**config.mk**
```make
export PLATFORM = sky130hd
export DESIGN_NAME = sump_command_parser
export DESIGN_NICKNAME = d
export VERILOG_FILES = /design/src/hw/rtl/sump_cp_pkg.sv /design/src/hw/rtl/sump_command_parser.sv /design/src/hw/rtl/sump_cp_front.sv /design/src/hw/rtl/sump_cp_fifo.sv /design/src/hw/rtl/sump_cp_back.sv
export SDC_FILE = /design/constraint.sdc
export NUM_CORES = 1
export LEC_CHECK = 0
export BUFFER_PORTS_ARGS = -buffer_cell sky130_fd_sc_hd__buf_4
export CAP_MARGIN = 5
export CORE_MARGIN = 4
export CORE_UTILIZATION = 60
export CTS_BUF_LIST = sky130_fd_sc_hd__clkbuf_2
export DETAILED_ROUTE_END_ITERATION = 10
export PLACE_DENSITY_LB_ADDON = 0.2
export SYNTH_ARGS = -nofsm -noshare
export SYNTH_HDL_FRONTEND = slang
export SYNTH_SLANG_ARGS = --single-unit
```
**constraint.sdc**
```tcl
create_clock -name clk -period 8.2 [get_ports clk]
set_input_delay 1.64 -clock clk [delete_from_list [all_inputs] [get_ports clk]]
set_output_delay 1.64 -clock clk [all_outputs]
set_load 0.05 [all_outputs]
```
**src/hw/rtl/sump_cp_pkg.sv**
```systemverilog
// ----------------------------------------------------------------------------
// sump_cp_pkg
// Shared types, opcodes and reply tables for the sump command parser.
// ----------------------------------------------------------------------------
package sump_cp_pkg;

  localparam logic [31:0] MEMORY_BYTES     = 32'd4096;
  localparam logic [31:0] MAX_RATE_HZ      = 32'd1000000;
  localparam logic [7:0]  PROBES           = 8'd5;
  localparam logic [26:0] BASE_CLOCK_HZ    = 27'd100000000;
  localparam logic [7:0]  PROTOCOL_VERSION = 8'd2;

  localparam int VALUE_W = 27;
  localparam int PRM_W   = 24;

  // host opcodes
  localparam logic [7:0] OP_RESET = 8'h00;
  localparam logic [7:0] OP_RUN   = 8'h01;
  localparam logic [7:0] OP_ID    = 8'h02;
  localparam logic [7:0] OP_DESC  = 8'h04;
  localparam logic [7:0] OP_XON   = 8'h11;
  localparam logic [7:0] OP_XOFF  = 8'h13;
  localparam logic [7:0] OP_DIV   = 8'h80;
  localparam logic [7:0] OP_CNT   = 8'h81;
  localparam logic [7:0] OP_TRIG  = 8'hC0;

  // actions handed from front to back
  localparam logic [2:0] ACT_RESET = 3'd0;
  localparam logic [2:0] ACT_RUN   = 3'd1;
  localparam logic [2:0] ACT_ID    = 3'd2;
  localparam logic [2:0] ACT_DESC  = 3'd3;
  localparam logic [2:0] ACT_TRIG  = 3'd4;
  localparam logic [2:0] ACT_CNT   = 3'd5;
  localparam logic [2:0] ACT_DIV   = 3'd6;

  // result kinds
  localparam logic [2:0] KIND_REPLY = 3'd0;
  localparam logic [2:0] KIND_RESET = 3'd1;
  localparam logic [2:0] KIND_ARM   = 3'd2;
  localparam logic [2:0] KIND_TRIG  = 3'd3;
  localparam logic [2:0] KIND_CNT   = 3'd4;
  localparam logic [2:0] KIND_RATE  = 3'd5;

  // reply table layout: id string, then the metadata record
  localparam logic [4:0] ID_START   = 5'd0;
  localparam logic [4:0] ID_LAST    = 5'd3;
  localparam logic [4:0] DESC_START = 5'd4;
  localparam logic [4:0] DESC_LAST  = 5'd24;

  typedef struct packed {
    logic [2:0]       act;
    logic [PRM_W-1:0] prm;
  } cmd_t;

  function automatic logic [7:0] reply_rom(input logic [4:0] idx);
    logic [7:0] b;
    b = 8'h00;
    unique case (idx)
      5'd0:  b = 8'h31;
      5'd1:  b = 8'h41;
      5'd2:  b = 8'h4C;
      5'd3:  b = 8'h53;
      5'd4:  b = 8'h01;
      5'd5:  b = 8'h41;
      5'd6:  b = 8'h54;
      5'd7:  b = 8'h33;
      5'd8:  b = 8'h32;
      5'd9:  b = 8'h00;
      5'd10: b = 8'h21;
      5'd11: b = MEMORY_BYTES[31:24];
      5'd12: b = MEMORY_BYTES[23:16];
      5'd13: b = MEMORY_BYTES[15:8];
      5'd14: b = MEMORY_BYTES[7:0];
      5'd15: b = 8'h23;
      5'd16: b = MAX_RATE_HZ[31:24];
      5'd17: b = MAX_RATE_HZ[23:16];
      5'd18: b = MAX_RATE_HZ[15:8];
      5'd19: b = MAX_RATE_HZ[7:0];
      5'd20: b = 8'h40;
      5'd21: b = PROBES;
      5'd22: b = 8'h41;
      5'd23: b = PROTOCOL_VERSION;
      5'd24: b = 8'h00;
      default: b = 8'h00;
    endcase
    return b;
  endfunction

endpackage

```
**src/hw/rtl/sump_command_parser.sv**
```systemverilog
// ----------------------------------------------------------------------------
// sump_command_parser
// Host command decoder for a sump-style logic analyzer link.
// ----------------------------------------------------------------------------
//  channel | ports                                            | direction
//  --------+--------------------------------------------------+--------------
//  in      | in_valid, in_stall, in_rx_byte                   | host bytes in
//  out     | out_valid, out_stall, out_kind, out_reply_byte,  | results out
//          | out_value, out_last                              |
//
// a host byte is taken while the four-entry action queue has room
// reset, arm, trigger and count results load in the cycle their action leaves the queue
// id string and metadata record follow in ST_SEQ, one byte a cycle unless stalled (4 and 21 bytes)
// divider: takes the action, runs restoring division in ST_DIV, then loads the rate
// reset clears the front phase, the queue pointers and the back state; no clearing pass
// out_stall holds the result register; the queue lets the front keep taking bytes
// ----------------------------------------------------------------------------
module sump_command_parser import sump_cp_pkg::*; (
  input  logic               clk,
  input  logic               rst_n,
  input  logic               in_valid,
  output logic               in_stall,
  input  logic [7:0]         in_rx_byte,
  output logic               out_valid,
  input  logic               out_stall,
  output logic [2:0]         out_kind,
  output logic [7:0]         out_reply_byte,
  output logic [VALUE_W-1:0] out_value,
  output logic               out_last
);

  logic q_full, q_empty, q_push, q_pop;
  cmd_t push_cmd, pop_cmd;

  sump_cp_front u_front (
    .clk        (clk),
    .rst_n      (rst_n),
    .in_valid   (in_valid),
    .in_rx_byte (in_rx_byte),
    .q_full     (q_full),
    .in_stall   (in_stall),
    .q_push     (q_push),
    .q_cmd      (push_cmd)
  );

  sump_cp_fifo u_fifo (
    .clk      (clk),
    .rst_n    (rst_n),
    .push     (q_push),
    .push_cmd (push_cmd),
    .pop      (q_pop),
    .pop_cmd  (pop_cmd),
    .full     (q_full),
    .empty    (q_empty)
  );

  sump_cp_back u_back (
    .clk            (clk),
    .rst_n          (rst_n),
    .q_empty        (q_empty),
    .q_cmd          (pop_cmd),
    .q_pop          (q_pop),
    .out_valid      (out_valid),
    .out_stall      (out_stall),
    .out_kind       (out_kind),
    .out_reply_byte (out_reply_byte),
    .out_value      (out_value),
    .out_last       (out_last)
  );

endmodule

```
**src/hw/rtl/sump_cp_front.sv**
```systemverilog
// ----------------------------------------------------------------------------
// sump_cp_front
// Takes host bytes, gathers long commands and queues the actions they call for.
// ----------------------------------------------------------------------------
module sump_cp_front import sump_cp_pkg::*; (
  input  logic       clk,
  input  logic       rst_n,
  input  logic       in_valid,
  input  logic [7:0] in_rx_byte,
  input  logic       q_full,
  output logic       in_stall,
  output logic       q_push,
  output cmd_t       q_cmd
);

  logic             phase_r, phase_nxt;
  logic [1:0]       pcnt_r, pcnt_nxt;
  logic [7:0]       opc_r, opc_nxt;
  logic [PRM_W-1:0] prm_r, prm_nxt;
  logic             acc;

  assign in_stall = q_full;
  assign acc      = in_valid && !q_full;

  always_comb begin
    phase_nxt = phase_r;
    pcnt_nxt  = pcnt_r;
    opc_nxt   = opc_r;
    prm_nxt   = prm_r;
    q_push    = 1'b0;
    q_cmd.act = ACT_RESET;
    q_cmd.prm = prm_r;
    if (acc) begin
      if (!phase_r) begin
        unique case (in_rx_byte)
          OP_RESET: begin
            q_push    = 1'b1;
            q_cmd.act = ACT_RESET;
          end
          OP_RUN: begin
            q_push    = 1'b1;
            q_cmd.act = ACT_RUN;
          end
          OP_ID: begin
            q_push    = 1'b1;
            q_cmd.act = ACT_ID;
          end
          OP_DESC: begin
            q_push    = 1'b1;
            q_cmd.act = ACT_DESC;
          end
          OP_XON, OP_XOFF: ;
          default: begin
            opc_nxt   = in_rx_byte;
            pcnt_nxt  = 2'd0;
            phase_nxt = 1'b1;
          end
        endcase
      end else begin
        pcnt_nxt = pcnt_r + 2'd1;
        // b1..b3 are kept, b4 is never used
        unique case (pcnt_r)
          2'd0: prm_nxt[7:0]   = in_rx_byte;
          2'd1: prm_nxt[15:8]  = in_rx_byte;
          2'd2: prm_nxt[23:16] = in_rx_byte;
          2'd3: begin
            phase_nxt = 1'b0;
            unique case (opc_r)
              OP_TRIG: begin
                q_push    = 1'b1;
                q_cmd.act = ACT_TRIG;
              end
              OP_CNT: begin
                q_push    = 1'b1;
                q_cmd.act = ACT_CNT;
              end
              OP_DIV: begin
                q_push    = 1'b1;
                q_cmd.act = ACT_DIV;
              end
              default: ;
            endcase
          end
          default: ;
        endcase
      end
    end
  end

  always_ff @(posedge clk) begin
    if (!rst_n) begin
      phase_r <= 1'b0;
      pcnt_r  <= 2'd0;
    end else begin
      phase_r <= phase_nxt;
      pcnt_r  <= pcnt_nxt;
    end
    opc_r <= opc_nxt;
    prm_r <= prm_nxt;
  end

endmodule

```
**src/hw/rtl/sump_cp_fifo.sv**
```systemverilog
// ----------------------------------------------------------------------------
// sump_cp_fifo
// Four-entry action queue between the byte front end and the reply engine.
// ----------------------------------------------------------------------------
module sump_cp_fifo import sump_cp_pkg::*; (
  input  logic clk,
  input  logic rst_n,
  input  logic push,
  input  cmd_t push_cmd,
  input  logic pop,
  output cmd_t pop_cmd,
  output logic full,
  output logic empty
);

  localparam int DEPTH = 4;
  localparam int AW    = $clog2(DEPTH);

  cmd_t          mem_r [DEPTH];
  logic [AW-1:0] wp_r, wp_nxt;
  logic [AW-1:0] rp_r, rp_nxt;
  logic [AW:0]   cnt_r, cnt_nxt;
  logic          do_push, do_pop;

  assign full    = (cnt_r == (AW+1)'(DEPTH));
  assign empty   = (cnt_r == '0);
  assign pop_cmd = mem_r[rp_r];
  assign do_push = push && !full;
  assign do_pop  = pop && !empty;

  always_comb begin
    wp_nxt  = do_push ? wp_r + 1'b1 : wp_r;
    rp_nxt  = do_pop ? rp_r + 1'b1 : rp_r;
    cnt_nxt = cnt_r;
    if (do_push && !do_pop) cnt_nxt = cnt_r + 1'b1;
    else if (do_pop && !do_push) cnt_nxt = cnt_r - 1'b1;
  end

  always_ff @(posedge clk) begin
    if (!rst_n) begin
      wp_r  <= '0;
      rp_r  <= '0;
      cnt_r <= '0;
    end else begin
      wp_r  <= wp_nxt;
      rp_r  <= rp_nxt;
      cnt_r <= cnt_nxt;
    end
    if (do_push) mem_r[wp_r] <= push_cmd;
  end

endmodule

```
**src/hw/rtl/sump_cp_back.sv**
```systemverilog
// ----------------------------------------------------------------------------
// sump_cp_back
// Carries out queued actions: reply strings, values and the rate divider.
// ----------------------------------------------------------------------------
module sump_cp_back import sump_cp_pkg::*; (
  input  logic               clk,
  input  logic               rst_n,
  input  logic               q_empty,
  input  cmd_t               q_cmd,
  output logic               q_pop,
  output logic               out_valid,
  input  logic               out_stall,
  output logic [2:0]         out_kind,
  output logic [7:0]         out_reply_byte,
  output logic [VALUE_W-1:0] out_value,
  output logic               out_last
);

  localparam logic [1:0] ST_IDLE = 2'd0;
  localparam logic [1:0] ST_SEQ  = 2'd1;
  localparam logic [1:0] ST_DIV  = 2'd2;

  localparam int         DVS_W     = PRM_W + 1;
  localparam logic [4:0] DIV_STEPS = 5'(VALUE_W);

  logic [1:0]         st_r, st_nxt;
  logic [4:0]         idx_r, idx_nxt;
  logic [4:0]         end_r, end_nxt;
  logic [VALUE_W-1:0] dvd_r, dvd_nxt;
  logic [DVS_W-1:0]   dvs_r, dvs_nxt;
  logic [DVS_W-1:0]   rem_r, rem_nxt;
  logic [4:0]         dcnt_r, dcnt_nxt;

  logic               ov_r, ov_nxt;
  logic [2:0]         kind_r, kind_nxt;
  logic [7:0]         rb_r, rb_nxt;
  logic [VALUE_W-1:0] val_r, val_nxt;
  logic               last_r, last_nxt;

  logic               load_ok;
  logic [DVS_W:0]     rem_sh;
  logic               ge;
  logic [16:0]        cnt_sum;
  logic [VALUE_W-1:0] cnt_val;

  assign load_ok = !ov_r || !out_stall;
  assign rem_sh  = {rem_r, dvd_r[VALUE_W-1]};
  assign ge      = (rem_sh >= {1'b0, dvs_r});
  assign cnt_sum = {1'b0, q_cmd.prm[15:0]} + 17'd1;
  assign cnt_val = {8'd0, cnt_sum, 2'b00};

  always_comb begin
    st_nxt   = st_r;
    idx_nxt  = idx_r;
    end_nxt  = end_r;
    dvd_nxt  = dvd_r;
    dvs_nxt  = dvs_r;
    rem_nxt  = rem_r;
    dcnt_nxt = dcnt_r;
    ov_nxt   = ov_r && out_stall;
    kind_nxt = kind_r;
    rb_nxt   = rb_r;
    val_nxt  = val_r;
    last_nxt = last_r;
    q_pop    = 1'b0;

    unique case (st_r)
      ST_IDLE: begin
        if (!q_empty && load_ok) begin
          q_pop    = 1'b1;
          rb_nxt   = 8'd0;
          val_nxt  = '0;
          last_nxt = 1'b1;
          case (q_cmd.act)
            ACT_RESET: begin
              ov_nxt   = 1'b1;
              kind_nxt = KIND_RESET;
            end
            ACT_RUN: begin
              ov_nxt   = 1'b1;
              kind_nxt = KIND_ARM;
            end
            ACT_ID: begin
              idx_nxt = ID_START;
              end_nxt = ID_LAST;
              st_nxt  = ST_SEQ;
            end
            ACT_DESC: begin
              idx_nxt = DESC_START;
              end_nxt = DESC_LAST;
              st_nxt  = ST_SEQ;
            end
            ACT_TRIG: begin
              ov_nxt   = 1'b1;
              kind_nxt = KIND_TRIG;
              val_nxt  = {19'd0, q_cmd.prm[7:0]};
            end
            ACT_CNT: begin
              ov_nxt   = 1'b1;
              kind_nxt = KIND_CNT;
              val_nxt  = (cnt_val > MEMORY_BYTES[VALUE_W-1:0]) ?
                         MEMORY_BYTES[VALUE_W-1:0] : cnt_val;
            end
            ACT_DIV: begin
              dvd_nxt  = BASE_CLOCK_HZ;
              dvs_nxt  = {1'b0, q_cmd.prm} + DVS_W'(1);
              rem_nxt  = '0;
              dcnt_nxt = DIV_STEPS;
              st_nxt   = ST_DIV;
            end
            default: ;
          endcase
        end
      end
      ST_SEQ: begin
        if (load_ok) begin
          ov_nxt   = 1'b1;
          kind_nxt = KIND_REPLY;
          rb_nxt   = reply_rom(idx_r);
          val_nxt  = '0;
          last_nxt = (idx_r == end_r);
          idx_nxt  = idx_r + 5'd1;
          if (idx_r == end_r) st_nxt = ST_IDLE;
        end
      end
      ST_DIV: begin
        if (dcnt_r != 5'd0) begin
          // restoring division, quotient bits shift in behind the dividend
          rem_nxt  = ge ? DVS_W'(rem_sh - {1'b0, dvs_r}) : rem_sh[DVS_W-1:0];
          dvd_nxt  = {dvd_r[VALUE_W-2:0], ge};
          dcnt_nxt = dcnt_r - 5'd1;
        end else if (load_ok) begin
          ov_nxt   = 1'b1;
          kind_nxt = KIND_RATE;
          rb_nxt   = 8'd0;
          val_nxt  = dvd_r;
          last_nxt = 1'b1;
          st_nxt   = ST_IDLE;
        end
      end
      default: st_nxt = ST_IDLE;
    endcase
  end

  always_ff @(posedge clk) begin
    if (!rst_n) begin
      st_r <= ST_IDLE;
      ov_r <= 1'b0;
    end else begin
      st_r <= st_nxt;
      ov_r <= ov_nxt;
    end
    idx_r  <= idx_nxt;
    end_r  <= end_nxt;
    dvd_r  <= dvd_nxt;
    dvs_r  <= dvs_nxt;
    rem_r  <= rem_nxt;
    dcnt_r <= dcnt_nxt;
    kind_r <= kind_nxt;
    rb_r   <= rb_nxt;
    val_r  <= val_nxt;
    last_r <= last_nxt;
  end

  assign out_valid      = ov_r;
  assign out_kind       = kind_r;
  assign out_reply_byte = rb_r;
  assign out_value      = val_r;
  assign out_last       = last_r;

endmodule

```
[Yosys cells after proc, flatten, opt, wreduce, memory -nomap -nowiden]
Memory sizes are Yosys's and may differ from the RTL's. A register that Yosys moved wholly into a read port is not among the register bits.
Cells that the tools add are included.
Word-level totals
  flip-flop bits (word level): 176
  RAM bits: 108
  bits in read-only memories: 224
  bits of input ports: 12
  output and inout bits: 41
  word-level logic and storage cells: 188
  memories: 2
Operators by class
  add/subtract/negate cells: 10
  order comparisons: 2
  eq/ne operators: 32
  mux-type cells: 77
  bitwise gates (word level): 2
  reductions and logical operators: 42
Memories
  (name not given): words 32, bits a word 7, read ports 1, clocked after Yosys merged registers in 1, write ports 0, line sump_cp_pkg.sv:58  | unique case (idx)
  u_fifo.mem_r: words 4, bits a word 27, read ports 1, clocked after Yosys merged registers in 1, write ports 1, line sump_cp_fifo.sv:19  | cmd_t mem_r [DEPTH];
Operators by type and width (count)
  $mux W27: 7
  $pmux W27 S2: 2
  $mux W25: 4
  $pmux W27 S3: 1
  $pmux W25 S2: 1
  $pmux W5 S2: 4
  $mux W8: 4
  $mux W5: 6
  $mux W3: 9
  $ge A26 B25 Y1: 1
  $add A24 B1 Y25 const B: 1
  $sub A25 B25 Y25: 1
  $eq A8 B8 Y1 const B: 3
  $pmux W8 S3: 1
  $mux W1: 20
  $gt A19 B13 Y1 const B: 1
  $mux W19: 1
  $mux W2: 9
  $pmux W3 S3: 2
  $reduce_and A3 Y1: 6
  $add A16 B1 Y17 const B: 1
  $eq A8 B5 Y1 const B: 2
  $eq A3 B3 Y1 const B: 4
  $ne A2 B1 Y1 const B: 6
  other kinds (38): 68

[Depth between registers and ports, before layout]
  word-level depth: 11
  depth in mapped cells: 13
  mapped depth without buffers: 12

[Modules after synthesis]
A second synthesis with hierarchy kept.
Second synthesis, totals
  cell total of the unflattened synthesis: 1014
  area total of the unflattened synthesis: 13644.3 um2
Modules (own cells, without submodules)
  sump_cp_back: instances 1, cells each 736, area an instance 7851.3 um2, sequential area each 4013.8 um2
  sump_cp_fifo: instances 1, cells each 189, area an instance 4400.5 um2, sequential area each 3423.3 um2
  sump_cp_front: instances 1, cells each 89, area an instance 1392.6 um2, sequential area each 1021.0 um2

[Worst setup path after synthesis]
Ideal clock, no wire load.
  kind: in2reg
  start: input out_stall
  end: register u_back.dcnt_r[0] (enable)
  library setup time: 490 ps
  data arrival time: 6131 ps
  required time: 7710 ps
  slack: 1579 ps
  cell stages on the path: 5
  path buffers: 0
  cells stage by stage: a21oi_1 nand2_1 nor2_1 a21oi_1 a21oi_1
Between the ends
  word-level cells in the longest chain between the ends: 5
Ends and longest elaborated chain
  start: declaration: line sump_command_parser.sv:25  | input logic out_stall,
  $logic_not A1 Y1: line sump_cp_back.sv:46  | assign load_ok = !ov_r || !out_stall;
  $logic_or A1 B1 Y1: line sump_cp_back.sv:46
  $logic_and A1 B1 Y1: line sump_cp_back.sv:69  | if (!q_empty && load_ok) begin
  $ne A2 B1 Y1 (no line)
  $reduce_and A4 Y1 (no line)
  end signal: assignment: line sump_cp_back.sv:158  | dcnt_r <= dcnt_nxt;
  end: declaration: line sump_cp_back.sv:32  | logic [4:0] dcnt_r, dcnt_nxt;
No other way between the ends.
A chain may end at the register's enable or synchronous reset.

[Final worst setup path]
  start: register u_back.dvd_r[26]
  end: register u_back.rem_r[22], data pin
Between the ends
  word-level cells in the longest chain between the ends: 4
  elaborated cells on any way between the ends: 5
  those cells by class: 1 x add/sub; 1 x order compare; 3 x mux
Ends and longest elaborated chain
  start: declaration: line sump_cp_back.sv:29  | logic [VALUE_W-1:0] dvd_r, dvd_nxt;
  start signal: assignment: line sump_cp_back.sv:155  | dvd_r <= dvd_nxt;
  $sub A25 B25 Y25 or $ge A26 B25 Y1 (tied branches): line sump_cp_back.sv:129, sump_cp_back.sv:48
  $mux W25 *: line sump_cp_back.sv:129  | rem_nxt = ge ? DVS_W'(rem_sh - {1'b0, dvs_r}) : rem_sh[DVS_W-1:0];
  $mux W25 *: line sump_cp_back.sv:127  | if (dcnt_r != 5'd0) begin
  $pmux W25 S2 *: line sump_cp_back.sv:67  | unique case (st_r)
  end signal: assignment: line sump_cp_back.sv:157  | rem_r <= rem_nxt;
  end: declaration: line sump_cp_back.sv:31  | logic [DVS_W-1:0] rem_r, rem_nxt;
Every way passes the cells marked *; elsewhere a longest branch is shown, timed or not. The select of a mux whose other input is x is not followed.

==> results.cfg <==
[critical_path]
path_max_fanout = 28
r2r-end = u_back.rem_r[22]
worst-r2r-setup-slack_ns = 4.30
start_kind = register
end_kind = register
cp.required_ns = 8.81
rr_startpoint = u_back.dvd_r[26]
r2r.worst_path.cells = 12
cp.arrival_ns = 4.51
criticalPathCategory = register to register

[power_and_ir_drop]
power_density_nw_per_um2 = 279
p_sw_mw = 1.50
switching_share_pct = 36.6
seqPwrFrac_pct = 46.3
ir_worst_vdd_mv = 0.159
design_power_total_mw = 4.11
leakage_nw = 5.54
combPwrFrac_pct = 33.1
intPower_mw = 2.60
p_clk_share_pct = 20.6

[sta]
relSlewSlack_pct = 35.3
setup-violations-final = 0
final.period_utilization_pct = 47.6
min_period_ns = 3.90
achievable-frequency_mhz = 256
setup_tns_ns = 0
hold_viol_final = 0
tightestPinTransition_ns = 0.968
grt_setup_unrepaired = false
drv_slew = 0
finClkSkew_ns = 0.0751

[global_routing]
grt_pass1_wl_um = 40100
grt_max_degree = 58
grt-ovfl-total = 0
antenna_found_initial = 1
first_global_vias = 8029
grt_usage_pct = 20.5

[place]
port_buffers = 51
place_hpwl_um = 16600
placed_area_um2 = 14200
place_congestion = 0.834

[clock_tree]
htreeDepth = 3
numCtsBuffers = 71
clkSinkCount = 289
postCtsHoldBufs = 0
cts_tree = yes
clock_path_buffers = 3
cts-root-buf = clkbuf_2
clkTransAtPathRegs_ns = 0.11
cts_resized = 0
post_cts.repair.setup_buffers = 0
clock_latency_ns = 0.82

[hold_path]
hold_depth = 0
hold_start = u_front.prm_r[10]
holdCritPathClass = register to register
worst_hold_path.endpoint = u_fifo.mem_r[2][10]

[yosys]
synth_edf_count = 267
synth_area_leaders = edfxtp_1 59%, ha_1 4.4%, mux4_2 3.8%
syn_area_per_cell_um2 = 13.8
synth_ff_type = edfxtp_1
synth-seq-cells = 289
synth_fp_nets = 1037
yosys.area.top_type = edfxtp_1
synthArstFlopShare_pct = 0
netlist.area_leader.share_pct = 59.5
ys_seq_area_share_pct = 62.8
synth_warnings = 0
synthesis.area_um2 = 13500
netlist_instances = 976
synth_cell_types = 84

[layout]
area_growth_pct = 9.19
fin_nets = 1140
design_area_um2 = 14700
final_common_cell = edfxtp_1
fin_util_pct = 67.0
drive_above_1_share_pct = 20.1
final_cell_mix = 267 x edfxtp_1, 99 x clkbuf_2, 65 x inv_1

[floorplanning]
placementRows = 54
fp.dieW_um = 158
pin_count = 53
fp.dieH_um = 158
core_um2 = 22000
dieArea_um2 = 24900
start_util_pct = 61.4

[detailed_routing]
wl_per_cell_um = 17.6
via_per_inst = 5.63
drt_wl_total_um = 24700
num_vias = 7894
drtIter0Drc = 473
ant_nets = 0
drtPass1Iterations = 5
drc = 0

[flow_run]
drv_cap = 0

[outcome]
outcome = completed
-- worst max-delay path by stage --
stage | start | to | slack [ns] | depth (start not counted)
floorplan | out_stall | u_back.dcnt_r[0] | 1.58 | 5
global placement | in_valid | u_fifo.cnt_r[2] | 3.89 | 12
detailed placement | in_valid | u_fifo.cnt_r[2] | 3.70 | 12
CTS | u_back.dvd_r[26] | u_back.rem_r[22] | 4.31 | 12
global route | u_back.dvd_r[26] | u_back.rem_r[22] | 4.06 | 12
finish | u_back.dvd_r[26] | u_back.rem_r[22] | 4.30 | 12
-- metrics by stage --
step	std cells	setup WS [ns]	hold WS, ns
4_1_cts	1401	4.31	0.515
3_5_place_dp	1286	3.70	0.490
3_3_place_gp	1286	3.89	0.475
6_report	1402	4.30	0.496
5_1_grt	1402	4.06	0.534
2_1_floorplan	976	1.58	0.459
-- layer usage --
metal / track usage (%) / part of all wire (%) / vias to the layer above
met4: 8.56 / 2.4 / 0
met2: 31.9 / 48 / 174
met1: 28.5 / 46 / 3804
met3: 4.18 / 4.2 / 45
li1: - / - / 3871
met5: 0 / 0 / -
-- synth_stat cells, types with 4 or more instances --
master and instances:
nand2_1 55, nor2_1 56, o21ai_1 7, a22oi_1 9, nor3_1 22, edfxtp_1 267
o21ai_2 6, a21oi_1 39, ha_1 47, nand3_1 24, mux4_2 23, and2_1 46
nand4_1 5, mux2i_1 21, buf_2 4, o22ai_1 4, o31ai_1 4, a21o_1 8
inv_1 65, xnor2_1 37, nand2b_1 13, mux4_1 6, a31oi_1 5, and3_1 19
xor2_1 16, clkbuf_1 20, a211oi_1 5, dfxtp_1 22, o21ai_0 24, o2bb2ai_2 4
or2_2 4, nor2b_1 13
-- cell families after synthesis --
group                    Yosys count  share of synthesized area, %
buffers and inverters             98                          3.02
AO/OA/AOI/OAI                    149                          7.84
adder cells (fa/ha/maj)           50                          4.73
flip-flops                       289                          62.8
AND/OR/NAND/NOR                  283                          11.3
XOR/XNOR                          54                          3.56
other                              1                        0.0278
multiplexers                      52                          6.74
-- power by group through the flow --
| stage | Combinational [mW] | Sequential (mW) | Clock, mW |
|---|---|---|---|
| 2_1_floorplan | 0.723 | 2.24 | 0 |
| 3_3_place_gp | 1.34 | 1.93 | 0 |
| 3_5_place_dp | 1.37 | 1.94 | 0 |
| 4_1_cts | 1.37 | 1.90 | 0.886 |
| 5_1_grt | 1.47 | 1.92 | 0.969 |
| 6_report | 1.36 | 1.90 | 0.847 |
-- registers in the layout, indices dropped and copies added, names as in the netlist, named ones only --
name                   cells
u_back.dcnt_r              5
u_back.dvd_r              27
u_back.dvs_r              25
u_back.end_r               2
u_back.idx_r               5
u_back.out_kind            3
u_back.out_last            1
u_back.out_reply_byte      7
u_back.out_valid           1
u_back.out_value          27
u_back.rem_r              25
u_back.st_r                2
u_fifo.cnt_r               3
u_fifo.mem_r             108
u_fifo.rp_r                2
u_fifo.wp_r                2
u_front.opc_r              8
u_front.pcnt_r             2
u_front.phase_r            1
u_front.prm_r             24
-- final cells by class --
class / count / area (um2)
Sequential cell: 289 / 8460
Antenna cell: 1 / 2.50
Multi-Input combinational cell: 589 / 4640
Tap cell: 280 / 350
Clock buffer: 99 / 495
Clock inverter: 16 / 65.1
Fill cell: 1573 / 7240
Timing Repair Buffer: 60 / 450
Inverter: 68 / 258
-- worst max-delay path: stages, from the launching register on --
cell	delay, ns
edfxtp_1	0.38
inv_1	0.08
ha_1	0.20
fa_1	0.41
nor2b_1	0.15
o31a_1	0.17
o2111ai_1	0.17
a211o_1	0.34
a32oi_2	0.38
a2111oi_4	0.19
nor2_4	0.74
nand2_1	0.26
o22ai_1	0.24
(Power assumes the default switching activity.)
